[src/rtl/icods_pkg.sv]
package icods_pkg;

	localparam int unsigned MaxEntries = 256;
	localparam int unsigned CountW     = 9;
	localparam int unsigned HdrBytes   = 6;
	localparam int unsigned EntryBytes = 16;

	// header position meaning "inside the directory"
	localparam logic [2:0] HDR_DIR = 3'd6;

	// directory entry field byte offsets
	localparam logic [3:0] FLD_WIDTH  = 4'd0;
	localparam logic [3:0] FLD_HEIGHT = 4'd1;
	localparam logic [3:0] FLD_BITS0  = 4'd6;
	localparam logic [3:0] FLD_BITS1  = 4'd7;
	localparam logic [3:0] FLD_LAST   = 4'd15;

	typedef enum logic [2:0] {
		ST_OK         = 3'd0,
		ST_SHORT      = 3'd1,
		ST_BAD_RSVD   = 3'd2,
		ST_BAD_TYPE   = 3'd3,
		ST_BAD_COUNT  = 3'd4,
		ST_DIR_BEYOND = 3'd5,
		ST_NO_ENTRY   = 3'd6
	} status_t;

	typedef enum logic [1:0] {
		KIND_NONE   = 2'd0,
		KIND_ICON   = 2'd1,
		KIND_CURSOR = 2'd2
	} kind_t;

	// one directory entry as kept for the winner
	typedef struct packed {
		logic [31:0] size;
		logic [31:0] offset;
		logic [15:0] bits;
		logic [8:0]  height;
		logic [8:0]  width;
		logic [7:0]  index;
	} entry_rec_t;

	// result word, first field in the high bits
	typedef struct packed {
		entry_rec_t   best;
		logic [8:0]   entry_count;
		logic [1:0]   image_type;
		logic [2:0]   status;
	} result_t;

	typedef struct packed {
		logic clear;   // restart of a file
		logic judge;   // usable entry finished this cycle
	} best_ctl_t;

endpackage

[src/rtl/icods_best.sv]
// Keeps the best usable entry: largest area, then higher bit count,
// earliest on a full tie. The next-state values are also exported so
// that a result taken on the judging cycle sees the final winner.
module icods_best (
	input  logic                   clk,
	input  logic                   arst_n,
	input  icods_pkg::best_ctl_t   ctl,
	input  icods_pkg::entry_rec_t  cand,
	input  logic [16:0]            cand_area,
	output logic                   have_nxt,
	output icods_pkg::entry_rec_t  rec_nxt
);

	logic                  have_q;
	logic [16:0]           area_q;
	icods_pkg::entry_rec_t rec_q;
	logic [16:0]           area_nxt;
	logic                  take;

	assign take = ctl.judge && (!have_q || ctl.clear || cand_area > area_q ||
		(cand_area == area_q && cand.bits > rec_q.bits));

	always_comb begin
		have_nxt = ctl.clear ? 1'b0 : have_q;
		area_nxt = area_q;
		rec_nxt  = rec_q;
		if (take) begin
			have_nxt = 1'b1;
			area_nxt = cand_area;
			rec_nxt  = cand;
		end
	end

	always_ff @(posedge clk or negedge arst_n) begin
		if (!arst_n) begin
			have_q <= 1'b0;
		end else begin
			have_q <= have_nxt;
		end
	end

	always_ff @(posedge clk) begin
		area_q <= area_nxt;
		rec_q  <= rec_nxt;
	end

endmodule

[src/rtl/ico_directory_select.sv]
// ICO/CUR directory scanner.
// Input stream: one file byte per request. s_axis_tdata is the byte,
// s_axis_tuser marks byte 0 of a new file and restarts the parse.
// Bytes that arrive after a result, or after reset, without the marker
// are dropped. file_length must be written through cfg_wr_en/cfg_wr_data
// only while no file is in flight; the block itself does not enforce this.
// The 6-byte header is checked (length, reserved, type, count, directory
// fit), then every 16-byte entry is read and the largest usable image
// is kept. One result request leaves on the m_axis side at the first
// error or after the last directory byte; best fields are zero on error.
// Throughput: one byte per cycle while the receiver takes results, set by
// the single input register and single result register with the parse
// logic in between. The deciding byte passes the input register, then the
// result register. Entry area is a 9x9 multiply registered at the height
// byte. When the receiver stalls, the result is held in the output register;
// the input register takes at most one more byte, then waits for the result.
// Reset (arst_n low) idles the parser, empties both registers and
// clears file_length to zero.
module ico_directory_select (
	input  logic          clk,
	input  logic          arst_n,
	input  logic          cfg_wr_en,
	input  logic [31:0]   cfg_wr_data,     // file_length
	input  logic          s_axis_tvalid,
	output logic          s_axis_tready,
	input  logic [7:0]    s_axis_tdata,    // data_byte
	input  logic          s_axis_tuser,    // first_byte
	output logic          m_axis_tvalid,
	input  logic          m_axis_tready,
	// status[2:0], image_type[4:3], entry_count[13:5], best_index[21:14],
	// best_width[30:22], best_height[39:31], best_bits[55:40],
	// best_offset[87:56], best_size[119:88]
	output logic [119:0]  m_axis_tdata
);

	logic [31:0] file_length_q;

	// input register
	logic       in_valid_s1;
	logic [7:0] in_data_s1;
	logic       in_first_s1;
	logic       advance;

	// parse state
	logic        done_q;
	logic [2:0]  hpos_q;
	logic [15:0] hshift_q;
	logic [1:0]  kind_q;
	logic [8:0]  count_q;
	logic [8:0]  idx_q;
	logic [3:0]  fld_q;
	logic [8:0]  cur_w_q;
	logic [8:0]  cur_h_q;
	logic [16:0] area_q;
	logic [15:0] bits_q;
	logic [31:0] size_q;
	logic [31:0] offset_q;

	// result register
	logic                 m_valid_q;
	icods_pkg::result_t   m_data_q;

	// next-state values
	logic        step;
	logic        done_nxt;
	logic [2:0]  hpos_nxt;
	logic [15:0] hshift_nxt;
	logic [1:0]  kind_nxt;
	logic [8:0]  count_nxt;
	logic [8:0]  idx_nxt;
	logic [3:0]  fld_nxt;
	logic [8:0]  cur_w_nxt;
	logic [8:0]  cur_h_nxt;
	logic        area_ld;
	logic [15:0] bits_nxt;
	logic [31:0] size_nxt;
	logic [31:0] offset_nxt;
	logic        res_fire;
	icods_pkg::status_t res_status;
	logic [8:0]  byte_dim;
	logic [17:0] area_prod;
	logic [32:0] end_sum;
	logic        usable;
	logic [12:0] dir_end;

	icods_pkg::best_ctl_t  best_ctl;
	icods_pkg::entry_rec_t cand;
	icods_pkg::entry_rec_t best_rec;
	logic                  best_have;
	icods_pkg::result_t    res;

	assign advance       = in_valid_s1 && (!m_valid_q || m_axis_tready);
	assign s_axis_tready = !in_valid_s1 || advance;
	assign step          = advance && (in_first_s1 || !done_q);

	// zero byte stands for 256
	assign byte_dim  = (in_data_s1 == 8'd0) ? 9'd256 : {1'b0, in_data_s1};
	assign area_prod = cur_w_q * byte_dim;
	assign dir_end   = 13'(icods_pkg::HdrBytes) +
		13'({hshift_nxt[8:0], 4'b0000});

	// complete entry, offset takes its top byte this cycle
	assign cand.size   = size_q;
	assign cand.offset = {in_data_s1, offset_q[31:8]};
	assign cand.bits   = bits_q;
	assign cand.height = cur_h_q;
	assign cand.width  = cur_w_q;
	assign cand.index  = idx_q[7:0];

	assign end_sum = {1'b0, cand.offset} + {1'b0, size_q};
	assign usable  = (size_q != 32'd0) && (end_sum <= {1'b0, file_length_q});

	always_comb begin
		done_nxt   = done_q;
		hpos_nxt   = hpos_q;
		hshift_nxt = hshift_q;
		kind_nxt   = kind_q;
		count_nxt  = count_q;
		idx_nxt    = idx_q;
		fld_nxt    = fld_q;
		cur_w_nxt  = cur_w_q;
		cur_h_nxt  = cur_h_q;
		area_ld    = 1'b0;
		bits_nxt   = bits_q;
		size_nxt   = size_q;
		offset_nxt = offset_q;
		res_fire   = 1'b0;
		res_status = icods_pkg::ST_OK;
		best_ctl   = '0;

		if (step) begin
			if (in_first_s1) begin
				done_nxt   = 1'b0;
				hpos_nxt   = 3'd0;
				hshift_nxt = 16'd0;
				kind_nxt   = icods_pkg::KIND_NONE;
				count_nxt  = 9'd0;
				idx_nxt    = 9'd0;
				fld_nxt    = 4'd0;
				best_ctl.clear = 1'b1;
			end

			if (hpos_nxt != icods_pkg::HDR_DIR) begin
				hshift_nxt = {in_data_s1, hshift_nxt[15:8]};
				priority if (hpos_nxt == 3'd0 &&
						file_length_q < 32'(icods_pkg::HdrBytes)) begin
					res_fire   = 1'b1;
					res_status = icods_pkg::ST_SHORT;
				end else if (hpos_nxt == 3'd1 && hshift_nxt != 16'd0) begin
					res_fire   = 1'b1;
					res_status = icods_pkg::ST_BAD_RSVD;
				end else if (hpos_nxt == 3'd3) begin
					if (hshift_nxt != 16'(icods_pkg::KIND_ICON) &&
							hshift_nxt != 16'(icods_pkg::KIND_CURSOR)) begin
						res_fire   = 1'b1;
						res_status = icods_pkg::ST_BAD_TYPE;
					end else begin
						kind_nxt = hshift_nxt[1:0];
					end
				end else if (hpos_nxt == 3'd5) begin
					if (hshift_nxt == 16'd0 ||
							hshift_nxt > 16'(icods_pkg::MaxEntries)) begin
						res_fire   = 1'b1;
						res_status = icods_pkg::ST_BAD_COUNT;
					end else begin
						count_nxt = hshift_nxt[8:0];
						if ({19'd0, dir_end} > file_length_q) begin
							res_fire   = 1'b1;
							res_status = icods_pkg::ST_DIR_BEYOND;
						end
					end
				end else begin
					res_fire = 1'b0;
				end
				hpos_nxt = hpos_nxt + 3'd1;
			end else begin
				unique case (fld_nxt)
					icods_pkg::FLD_WIDTH: cur_w_nxt = byte_dim;
					icods_pkg::FLD_HEIGHT: begin
						cur_h_nxt = byte_dim;
						area_ld   = 1'b1;
					end
					icods_pkg::FLD_BITS0, icods_pkg::FLD_BITS1:
						bits_nxt = {in_data_s1, bits_q[15:8]};
					4'd8, 4'd9, 4'd10, 4'd11:
						size_nxt = {in_data_s1, size_q[31:8]};
					4'd12, 4'd13, 4'd14, 4'd15:
						offset_nxt = {in_data_s1, offset_q[31:8]};
					default: ;
				endcase
				if (fld_nxt == icods_pkg::FLD_LAST) begin
					best_ctl.judge = usable;
					idx_nxt        = idx_nxt + 9'd1;
					if (idx_nxt >= count_nxt) begin
						res_fire = 1'b1;
					end
				end
				fld_nxt = fld_nxt + 4'd1;
			end

			if (res_fire) begin
				done_nxt = 1'b1;
			end
		end
	end

	icods_best u_best (
		.clk       (clk),
		.arst_n    (arst_n),
		.ctl       (best_ctl),
		.cand      (cand),
		.cand_area (area_q),
		.have_nxt  (best_have),
		.rec_nxt   (best_rec)
	);

	always_comb begin
		res.status      = res_status;
		res.image_type  = kind_nxt;
		res.entry_count = count_nxt;
		res.best        = '0;
		if (res_status == icods_pkg::ST_OK) begin
			if (best_have) begin
				res.best = best_rec;
			end else begin
				res.status = icods_pkg::ST_NO_ENTRY;
			end
		end
	end

	always_ff @(posedge clk or negedge arst_n) begin
		if (!arst_n) begin
			file_length_q <= 32'd0;
			in_valid_s1   <= 1'b0;
			m_valid_q     <= 1'b0;
			done_q        <= 1'b1;
			hpos_q        <= 3'd0;
			hshift_q      <= 16'd0;
			kind_q        <= icods_pkg::KIND_NONE;
			count_q       <= 9'd0;
			idx_q         <= 9'd0;
			fld_q         <= 4'd0;
		end else begin
			if (cfg_wr_en) begin
				file_length_q <= cfg_wr_data;
			end
			if (s_axis_tvalid && s_axis_tready) begin
				in_valid_s1 <= 1'b1;
			end else if (advance) begin
				in_valid_s1 <= 1'b0;
			end
			if (m_axis_tready) begin
				m_valid_q <= 1'b0;
			end
			if (res_fire) begin
				m_valid_q <= 1'b1;
			end
			done_q   <= done_nxt;
			hpos_q   <= hpos_nxt;
			hshift_q <= hshift_nxt;
			kind_q   <= kind_nxt;
			count_q  <= count_nxt;
			idx_q    <= idx_nxt;
			fld_q    <= fld_nxt;
		end
	end

	// payload registers
	always_ff @(posedge clk) begin
		if (s_axis_tvalid && s_axis_tready) begin
			in_data_s1  <= s_axis_tdata;
			in_first_s1 <= s_axis_tuser;
		end
		if (res_fire) begin
			m_data_q <= res;
		end
		if (area_ld) begin
			area_q <= area_prod[16:0];
		end
		cur_w_q  <= cur_w_nxt;
		cur_h_q  <= cur_h_nxt;
		bits_q   <= bits_nxt;
		size_q   <= size_nxt;
		offset_q <= offset_nxt;
	end

	assign m_axis_tvalid = m_valid_q;
	assign m_axis_tdata  = m_data_q;

endmodule
[config.mk]
export PLATFORM = sky130hd
export DESIGN_NAME = ico_directory_select
export DESIGN_NICKNAME = d
export VERILOG_FILES = /design/src/rtl/icods_pkg.sv /design/src/rtl/icods_best.sv /design/src/rtl/ico_directory_select.sv
export SDC_FILE = /design/constraint.sdc
export NUM_CORES = 1
export LEC_CHECK = 0
export BUFFER_PORTS_ARGS = -buffer_cell sky130_fd_sc_hd__buf_2
export CORE_MARGIN = 10
export CORE_UTILIZATION = 28
export CTS_CLUSTER_SIZE = 16
export DETAILED_ROUTE_END_ITERATION = 7
export GPL_ROUTABILITY_DRIVEN = 0
export HOLD_SLACK_MARGIN = 0.08
export PLACE_DENSITY = 0.43
export SLEW_MARGIN = 0
export SYNTH_ARGS = -nofsm -noshare
export SYNTH_HDL_FRONTEND = slang
export SYNTH_HIERARCHICAL = 1
export SYNTH_SLANG_ARGS = --single-unit
export TNS_END_PERCENT = 50
[constraint.sdc]
create_clock -name clk -period 6.3 [get_ports clk]
set_clock_uncertainty 0.15 [all_clocks]
set_input_delay 0.315 -clock clk [delete_from_list [all_inputs] [get_ports clk]]
set_output_delay 0.315 -clock clk [all_outputs]
set_load 0.02 [all_outputs]
## Word level (Yosys, flattened, before mapping)

Cells that the tools add are included.

- Bits in registers: 446
- Input bits: 46
- Output and inout bits: 122
- Logic and storage cells: 178

- $add $sub $neg: 5
- Multiply operators: 1
- Order comparisons: 7
- Eq/ne operators: 18
- Muxes and demuxes: 70
- Bitwise gates (word level): 1
- Reductions and logical operators: 40

Operator list:

| operator | count |
|---|---|
| 9-bit 2-to-1 mux | 15 |
| 106-bit 2-to-1 mux | 1 |
| 16-bit 2-to-1 mux | 3 |
| 3-bit 2-to-1 mux | 13 |
| 32-bit by 32-bit adder with 33-bit output | 1 |
| 33-bit by 32-bit less-or-equal comparator with 1-bit output | 1 |
| 4-bit == test (second input constant) | 8 |
| 13-bit by 32-bit greater-than comparator with 1-bit output | 1 |
| 32-bit by 3-bit less-than comparator with 1-bit output (second input constant) | 1 |
| 32-bit nonzero test | 1 |
| 1-bit 2-to-1 mux | 26 |
| 2-bit 2-to-1 mux | 9 |
| 17-bit == test | 1 |
| 17-bit greater-than comparator | 1 |
| 9-bit by 9-bit multiplier with 17-bit output | 1 |
| 16-bit greater-than comparator | 1 |
| 16-bit by 9-bit greater-than comparator with 1-bit output (second input constant) | 1 |
| 16-bit logical NOT | 1 |
| 16-bit by 1-bit != test with 1-bit output (second input constant) | 1 |
| 16-bit by 2-bit != test with 1-bit output (second input constant) | 1 |
| 16-bit nonzero test | 1 |
| 3-bit AND reduction | 5 |
| 3-bit by 13-bit adder with 13-bit output (first input constant) | 1 |
| 4-bit 2-to-1 mux | 3 |
| 21 further kinds | 44 |

## Logic depth before layout (Yosys ltp)

Gate-level depths: netlist of the first run.

- Depth after elaboration: 20
- Depth in mapped cells: 29
- Mapped depth without buffers: 27

## Cells and area by module

Netlist of the first run, hierarchy kept.

By module, submodules not included:

| module | times used | cells each | area an instance (sq um) | sequential area each (sq um) |
|---|---|---|---|---|
| ico_directory_select | 1 | 1469 | 16995.0 | 9039.9 |
| icods_best | 1 | 363 | 4882.2 | 2657.5 |

## Worst setup path before layout of the first run

No wires, ideal clock.

- Kind: flip-flop to flip-flop
- From: register in_first_s1
- To: register m_data_q, in the netlist m_axis_tdata[0] (enable)
- Setup time: 0.473 ns
- Data arrival time: 6.027 ns
- Required time: 5.677 ns
- Path slack: -0.350 ns
- Cell stages (with the launch flop): 20
- Path buffers: 3
- Period minus slack after synthesis: 6.650 ns
- Cell sequence: edfxtp_1 > clkbuf_1 > clkbuf_1 > nand2b_1 > ha_1 > inv_1 > or2_2 > nand2_1 > clkbuf_1 > o21ai_0 > ha_1 > nand3_1 > nor3b_1 > a221o_1 > a22oi_1 > a311oi_1 > o31ai_4 > nand3_2 > o211ai_1 > inv_1

- Word-level cells in the longest chain between the ends: 16
- Elaborated cells on any way between the ends: 45
- Those cells by class: add/sub (2); order compare (3); eq/ne (7); mux (24); reduce/logical (9)

Ends and longest elaborated chain:

| what | line | source |
|---|---|---|
| start: declaration | ico_directory_select.sv:41 | `logic in_first_s1;` |
| start signal: assignment | ico_directory_select.sv:272 | `in_first_s1 <= s_axis_tuser;` |
| 3-bit 2-to-1 mux | ico_directory_select.sv:132 | `if (in_first_s1) begin` |
| 3-bit 2-to-1 mux | ico_directory_select.sv:131 | `if (step) begin` |
| 3-bit != test | ico_directory_select.sv:143 | `if (hpos_nxt != icods_pkg::HDR_DIR) begin` |
| 16-bit 2-to-1 mux | ico_directory_select.sv:143 |  |
| 9-bit 2-to-1 mux (*) | ico_directory_select.sv:131 |  |
| 3-bit by 13-bit adder with 13-bit output (*) | ico_directory_select.sv:99 | `assign dir_end = 13'(icods_pkg::HdrBytes) +` |
| via dir_end[6] | ico_directory_select.sv:84 | `logic [12:0] dir_end;` |
| 13-bit by 32-bit greater-than comparator with 1-bit output (*) | ico_directory_select.sv:167 | `if ({19'd0, dir_end} > file_length_q) begin` |
| 1-bit 2-to-1 mux (*) | ico_directory_select.sv:167 |  |
| 1-bit 2-to-1 mux (*) | ico_directory_select.sv:161 | `if (hshift_nxt == 16'd0 \|\|` |
| 1-bit 2-to-1 mux (*) | ico_directory_select.sv:160 | `end else if (hpos_nxt == 3'd5) begin` |
| 1-bit 2-to-1 mux (*) | ico_directory_select.sv:152 | `end else if (hpos_nxt == 3'd3) begin` |
| 1-bit 2-to-1 mux (*) | ico_directory_select.sv:149 | `end else if (hpos_nxt == 3'd1 && hshift_nxt != 16'd0) begin` |
| 1-bit 2-to-1 mux (*) | ico_directory_select.sv:145 | `priority if (hpos_nxt == 3'd0 &&` |
| 1-bit 2-to-1 mux (*) | ico_directory_select.sv:143 |  |
| 1-bit 2-to-1 mux (*) (2 in a row) | ico_directory_select.sv:131 |  |
| via res_fire | ico_directory_select.sv:78 | `logic res_fire;` |
| end signal: assignment | ico_directory_select.sv:275 | `m_data_q <= res;` |
| end: declaration | ico_directory_select.sv:61 | `icods_pkg::result_t m_data_q;` |

The timed path passes the listed nets; every way through them passes the cells marked *. The select of a mux whose other input is x is not followed.
A chain may end at the register's enable or synchronous reset.

==> metrics.txt, run 1 <==
relative slew slack just under 40%; sequential area share after synthesis between 50 and 60%; Hold Crit Class primary input to flop; largest net degree at the start of global routing 71; Post-synth EDFFs ~250; Nets 2329; Final Power 8030 uW; Final setup viols 0; startpoint types flop; Unique masters post-synth 69; main area contributors after synthesis edfxtp_1 (35%), dfxtp_1 (9.7%), ha_1 (9.2%), dfrtp_1 (8.9%), fa_1 (4.6%); drt first-iter violations around 710; leading area contributor after synthesis edfxtp_1; Core Region 0.0775 mm2; maximum VDD drop 0.000243 V; kind of critical path flop to flop; combinational power share a little under a fifth; switching part of the total a little under 30%; post-DP HPWL 43400 um; outcome finished, final reports clean; clock power share a little under two fifths; clock tree sinks 438; Synth Area in XOR/XNOR under 10%; total number of vias 14262; area of the multi-input gates 0.00931 mm2; register area 0.0117 mm2; Layout area overhead 20.6%; setup TNS 0 ns; syn_area_per_cell between 10 and 15 um2; starting density of the core between 20% and 30%; Seq pwr share 43.8%; synthesized flop and latch total about 440; final hold vios 0; total power per unit cell area between 300 and 400 mW/mm2; RSZ-0062 raised after global routing true; synth warn 6; Synth top area share approximately a third; Synthesized Nets 2089; fill cell count 7739; die area 0.0897 mm2; CTS root buf clkbuf_16; vias in the first global route 15005; # diodes 0; crit path max fanout 30; CP endpoint kind flop; via density per instance 4.52; Synth Flop Type edfxtp_1; Synth Area in Simple Gates 12.5%; max_cap viols 0; Clock Tree Buf Depth 3; crit path DAT approximately 6.2 ns; Die X-Extent 300 um; WL/cell roughly 19 um; Chip Height between 200 and 300 um; Synth Area in Compound Gates 7.57%; internal power 5690 uW; Fin Hold WS 0.224 ns; initial antenna violation count 0; Lkg Pwr 0.0111 uW; Final min period 6.02 ns; Post-DRT Antenna Nets 0; Clock transition at path regs 0.06 ns; max-slew violation count 0; f_max 166 MHz; largest family of logic cells by synthesized area adder cells; post-synthesis adder-cell area fraction around 14%; multiplexer share of the synthesized area 5.97%; DRC Markers 0; CTS tree yes; GRT Overall Usage 13.1%; share of cells above drive strength 1 19.8%; Post-Syn Instances 1832; Least-Margin Pin Slew roughly 0.91 ns; period utilisation layout 95.5%; asr flop ratio synth 18.0%; grt total ovfl 0; critical path required time 6.50 ns; DR pass1 iterations 4; IO Count ~170; IO Port Bufs 167; H-tree depth 2; first-pass GRT wire length 92300 um; commonest non-fill, non-tap cells in the layout edfxtp_1 (253), nand2_1 (177), inv_1 (166), buf_2 (166), ha_1 (160); CTS Buf Count 50; Skew-Pair Late Insertion Delay 0.61 ns; wirelength, routed 59300 um; commonest non-fill, non-tap cell in the layout edfxtp_1; Rows 102; cell area after synthesis 0.0219 mm2; P_sw 2330 uW
[layer usage]
layer	routed length, um	global-route usage [%]
met5	0	0
met1	28600	18.0
met3	2240	2.18
met2	27400	21.3
met4	1080	3.05
[flip-flops by register name, summed over array words and instances (netlist names), 8 cells and up]
register	flops
area_q	17
in_data_s1	8
bits_q	16
count_q	9
u_best/area_q	17
cur_w_q	9
idx_q	9
file_length_q	32
u_best/rec_q	106
m_axis_tdata	120
size_q	32
offset_q	24
cur_h_q	9
hshift_q	16
[path summary, 6_finish.rpt]
check | start | end | slack, ns | cells past startpoint
min in group asynchronous | arst_n | file_length_q[8]$_DFFE_PN0P_ | 0.60 | 4
setup reg to reg | size_q[8]$_DFFE_PP_ | m_axis_tdata[24]$_SDFFCE_PN0P_ | 0.28 | 24
hold reg to reg | area_q[0]$_DFFE_PP_ | u_best/area_q[0]$_DFFE_PP_ | 0.30 | 0
max in group asynchronous | arst_n | idx_q[7]$_DFFE_PN0N_ | 4.74 | 4
setup / recovery | size_q[8]$_DFFE_PP_ | m_axis_tdata[24]$_SDFFCE_PN0P_ | 0.28 | 24
hold / removal | cfg_wr_en | file_length_q[6]$_DFFE_PN0P_ | 0.22 | 3
[worst max-delay path: stages (launching register included)]
cell	delay, ns
edfxtp_1	0.40
ha_1	0.37
a21o_1	0.17
a21o_1	0.19
or3_1	0.37
o221ai_2	0.21
a21oi_2	0.13
a21oi_4	0.26
nor3_1	0.08
or3_4	0.36
xor2_1	0.16
ha_1	0.31
nand4_1	0.15
nor4_2	0.35
a22oi_1	0.11
nand4_1	0.14
a221oi_4	0.11
a221oi_2	0.28
o211ai_1	0.14
o211a_1	0.15
a31oi_4	0.17
buf_12	0.23
buf_12	0.23
mux2_2	0.37
and2_1	0.13
[cell type report]
| cell class | count | area share, % |
|---|---|---|
| Sequential cell | 438 | 44.3 |
| Multi-Input combinational cell | 1159 | 35.3 |
| Timing Repair Buffer | 256 | 6.53 |
| Clock buffer | 70 | 5.44 |
| Tap cell | 1040 | 4.93 |
| Inverter | 167 | 2.39 |
| Clock inverter | 24 | 1.12 |
[per-stage QoR]
stage / area (um2) / setup slack [ns] / utilization [%] / instances
floorplan: 21900 / 0.0708 / - / 1832
global placement: 24100 / 0.0933 / 31.1 / 3010
detailed placement: 24100 / 0.0313 / 31.1 / 3010
CTS: 26300 / 0.0510 / 33.9 / 3151
global route: 26400 / -0.00803 / 34.1 / 3154
finish: 26400 / 0.283 / 34.1 / 3154
[kinds of logic after synthesis]
| group | after synthesis |
|---|---|
| AND/OR/NAND/NOR | 530 |
| flip-flops | 438 |
| XOR/XNOR | 57 |
| buffers and inverters | 235 |
| AO/OA/AOI/OAI | 253 |
| adder cells (fa/ha/maj) | 211 |
| multiplexers | 108 |
[power groups by stage]
stage          Clock (uW)  Combinational [uW]  Sequential [uW]
4_1_cts              3120                1510             3530
2_1_floorplan           0                 774             3740
3_5_place_dp            0                1480             3590
3_3_place_gp            0                1470             3590
6_report             3030                1480             3520
5_1_grt              3240                1670             3550
[cells in the mapped netlist (9+ instances only)]
library cell  instances
buf_6                 9
mux2_4               24
nor4_1               21
nor2_1               53
nor3_1               11
mux2_2               78
dfxtp_1             106
and2_1              146
xnor2_1              40
o21a_1               11
clkbuf_1             45
nand4_1              26
dfrtp_1              78
nand3_1              20
a21o_1               43
ha_1                161
edfxtp_1            253
inv_1               167
o21ai_0              76
fa_1                 50
xor2_1               17
a21oi_1              53
nand2_1             177
nor2b_1              13
nand2b_1             35
[repair_timing]
action,in CTS,in global routing
gates resized for setup,1,18
pin swaps,0,7
hold endpoints to repair,75,0
endpoints found under the setup margin,31,261
setup buffers,0,3
hold buffers,47,0
No activity file was read; power rests on OpenSTA's default activity.
==> inputs of run 2 (changes only) <==
--- a/config.mk
+++ b/config.mk
@@ -5,6 +5,7 @@
 export SDC_FILE = /design/constraint.sdc
 export NUM_CORES = 1
 export LEC_CHECK = 0
+export ABC_CLOCK_PERIOD_IN_PS = 6300
 export BUFFER_PORTS_ARGS = -buffer_cell sky130_fd_sc_hd__buf_2
 export CORE_MARGIN = 10
 export CORE_UTILIZATION = 28
@@ -16,6 +17,5 @@
 export SLEW_MARGIN = 0
 export SYNTH_ARGS = -nofsm -noshare
 export SYNTH_HDL_FRONTEND = slang
-export SYNTH_HIERARCHICAL = 1
 export SYNTH_SLANG_ARGS = --single-unit
 export TNS_END_PERCENT = 50
==> metrics.txt, run 2 <==
startpoint types flop (unchanged); via density per instance 4.74 (was 4.52); crit path DAT 6.16 ns (was 6.21 ns); largest net degree at the start of global routing 73 (was 71); CP endpoint kind flop (unchanged); crit path cell chain ha_1 -> and4_1 -> and2_1 -> a32oi_1 -> o21ai_0 -> or2_2 -> a31oi_1 -> o21bai_1 -> a21oi_1 -> xnor2_1 -> ha_1 -> nand4_1 -> or4_1 -> nand3b_1 -> o21ai_0 -> o2bb2ai_2 -> o31a_2 -> buf_12 -> nand3_1 -> a21oi_1 (was ha_1 -> a21o_1 -> a21o_1 -> or3_1 -> o221ai_2 -> a21oi_2 -> a21oi_4 -> nor3_1 -> or3_4 -> xor2_1 -> ha_1 -> nand4_1 -> nor4_2 -> a22oi_1 -> nand4_1 -> a221oi_4 -> a221oi_2 -> o211ai_1 -> o211a_1 -> a31oi_4 -> buf_12 -> buf_12 -> mux2_2 -> and2_1); Die X-Extent 301 um (was 300 um); Least-Margin Pin Slew 1.01 ns (was 0.914 ns); max-slew violation count 0 (unchanged); Clock Tree Buf Depth 3 (unchanged); CTS root buf clkbuf_16 (unchanged); IO Port Bufs 167 (unchanged); DRC Markers 0 (unchanged); Synth Flop Type edfxtp_1 (unchanged); drt first-iter violations 1037 (was 706); # diodes 0 (unchanged); Final setup viols 0 (unchanged); sequential area share after synthesis 52.7% (was 53.5%); CP bufs+invs 1 (was 2); cell area after synthesis 0.0222 mm2 (was 0.0219 mm2); max_cap viols 0 (unchanged); fill cell count 7948 (was 7739); die area 0.0909 mm2 (was 0.0897 mm2); CTS Buf Count 50 (unchanged); final hold vios 0 (unchanged); maximum VDD drop 0.000212 V (was 0.000243 V); Chip Height 301 um (was 300 um); Unique masters post-synth 69 (unchanged); setup TNS 0 ns (unchanged); non-filler cells, final 3374 (was 3154); total power per unit cell area 289 mW/mm2 (was 304 mW/mm2); Post-Syn Instances 2077 (was 1832); RSZ-0062 raised after global routing true (unchanged); leading area contributor after synthesis edfxtp_1 (unchanged); dpl cells 3234 (was 3010); cell with the most instances after synthesis nand2_1 (was edfxtp_1); period utilisation layout 92.9% (was 95.5%); total number of vias 15988 (was 14262); starting density of the core 28.2% (about the same); f_max 171 MHz (was 166 MHz); final core occ 33.6% (was 34.1%); post-DP HPWL 46900 um (was 43400 um); Post-Place Setup Slack 0.321 ns (was 0.0313 ns); commonest non-fill, non-tap cell in the layout nand2_1 (was edfxtp_1); Rows 103 (was 102); Lkg Pwr 0.0111 uW (about the same); critical path required time 6.61 ns (was 6.50 ns); H-tree depth 2 (unchanged); Synth top area share 34.2% (was 34.7%); CTS tree yes (unchanged); CP peak stage delay 0.58 ns (was 0.40 ns); commonest non-fill, non-tap cells in the layout nand2_1 (293), edfxtp_1 (253), o21ai_0 (195), buf_2 (166), ha_1 (161) (was edfxtp_1 (253), nand2_1 (177), inv_1 (166), buf_2 (166), ha_1 (160)); Layout area overhead 19.4% (was 20.6%); Hold Crit Class primary input to flop (unchanged); Synthesized Nets 2334 (was 2089); wirelength, routed 65600 um (was 59300 um); Clock transition at path regs 0.06 ns (about the same); critical path's top delay family compound AO/OA/AOI/OAI gates (unchanged); grt total ovfl 0 (unchanged); Core Region 0.0787 mm2 (was 0.0775 mm2); outcome finished, final reports clean (unchanged); relative slew slack 32.5% (was 39.1%); Skew-Pair Late Insertion Delay 0.61 ns (about the same); Final Power 7650 uW (was 8030 uW); kind of critical path flop to flop (unchanged); crit path max fanout 32 (was 30); Post-DRT Antenna Nets 0 (unchanged); first-pass GRT wire length 100000 um (was 92300 um); CP max stage cell or4_1 (was edfxtp_1); Post-synth EDFFs 253 (unchanged); max reg flops 120 (unchanged); GRT Overall Usage 14.2% (was 13.1%); syn_area_per_cell 10.7 um2 (was 11.9 um2); clock tree sinks 438 (unchanged); asr flop ratio synth 18.0% (unchanged); IO Count 168 (unchanged); synthesized flop and latch total 438 (unchanged); vias in the first global route 16446 (was 15005); Setup Fix Bufs, Post-CTS 0 (unchanged); main area contributors after synthesis edfxtp_1 (34%), dfxtp_1 (9.6%), ha_1 (9.1%), dfrtp_1 (8.8%), nand2_1 (5.0%) (was edfxtp_1 (35%), dfxtp_1 (9.7%), ha_1 (9.2%), dfrtp_1 (8.9%), fa_1 (4.6%)); Nets 2539 (was 2329); initial antenna violation count 1 (was 0); WL/cell 19.5 um (was 18.8 um); most frequent cells after synthesis nand2_1 (293), edfxtp_1 (253), o21ai_0 (195), ha_1 (161), inv_1 (149) (was edfxtp_1 (253), nand2_1 (177), inv_1 (167), ha_1 (161), and2_1 (146)); share of cells above drive strength 1 15.4% (was 19.8%); synth warn 0 (was 6); Setup WS post-layout 0.447 ns (was 0.283 ns); Final min period 5.85 ns (was 6.02 ns); DR pass1 iterations 5 (was 4)
==> run 2: kinds of logic after synthesis <==
| group | share of synthesized area (%) |
|---|---|
| adders and majority gates | 13.6 |
| buffers and inverters | 4.55 |
| and+or+nand+nor | 13.8 |
| DFF | 52.7 |
| AOI/OAI and AO/OA | 13.1 |
| xor gates and xnor gates | 2.05 |
| muxes | 0.197 |
==> run 2: final cells by class <==
type / count / area (um2) / area share [%]
Sequential cell: 438 / 11700 / 44.2
Inverter: 149 / 562 / 2.12
Timing Repair Buffer: 256 / 1710 / 6.45
Clock buffer: 67 / 1410 / 5.31
Clock inverter: 27 / 274 / 1.03
Tap cell: 1050 / 1310 / 4.96
Multi-Input combinational cell: 1387 / 9520 / 36.0
==> run 2: final timing paths <==
path / startpoint / to / slack, ns / cells past startpoint
max in group asynchronous: arst_n / count_q[1]$_DFF_PN0_ / 4.99 / 3
worst max-delay path: offset_q[23]$_DFFE_PP_ / m_axis_tdata[83]$_SDFFCE_PN0P_ / 0.45 / 20
worst min register to register: area_q[10]$_DFFE_PP_ / u_best.area_q[10]$_DFFE_PP_ / 0.31 / 0
worst min-delay path: cfg_wr_en / file_length_q[12]$_DFFE_PN0P_ / 0.22 / 3
min in group asynchronous: arst_n / file_length_q[20]$_DFFE_PN0P_ / 0.35 / 3
worst max register to register: offset_q[23]$_DFFE_PP_ / m_axis_tdata[83]$_SDFFCE_PN0P_ / 0.45 / 20
==> run 2: through the flow <==
| step | cell area, um2 | hold slack (ns) |
|---|---|---|
| after global placement | 24300 | -0.00937 |
| after CTS | 26500 | 0.193 |
| after global routing | 26500 | 0.265 |
| final | 26500 | 0.218 |
| after detailed placement | 24300 | -0.00770 |
| after floorplan | 22200 | -0.131 |
==> run 2: timing repair <==
action,in CTS,in global routing
resized for setup,0,1
endpoints found under the hold margin,121,0
setup endpoints to repair,0,122
hold buffers,46,0
==> run 2: routing by layer <==
layer	share of wire (%)	global-route usage (%)
met1	48	20.2
met2	45	22.5
met3	4.5	2.00
met4	1.6	3.07
met5	0	0
==> run 2: worst register-to-register path, delay by kind of cell (launching register included) <==
family	cells	cell delay [ns]
buf+inv	1	0.28
xor+xnor	1	0.12
simple gates	7	1.82
flops	1	0.50
compound gates	9	2.12
fa+ha+maj	2	0.73
==> run 2: report_power, final <==
part	leakage, uW	internal [uW]	switching (uW)
logic	0.00602	494	822
clock network	0.000828	1700	1230
registers	0.00425	3280	119
total	0.0111	5480	2170
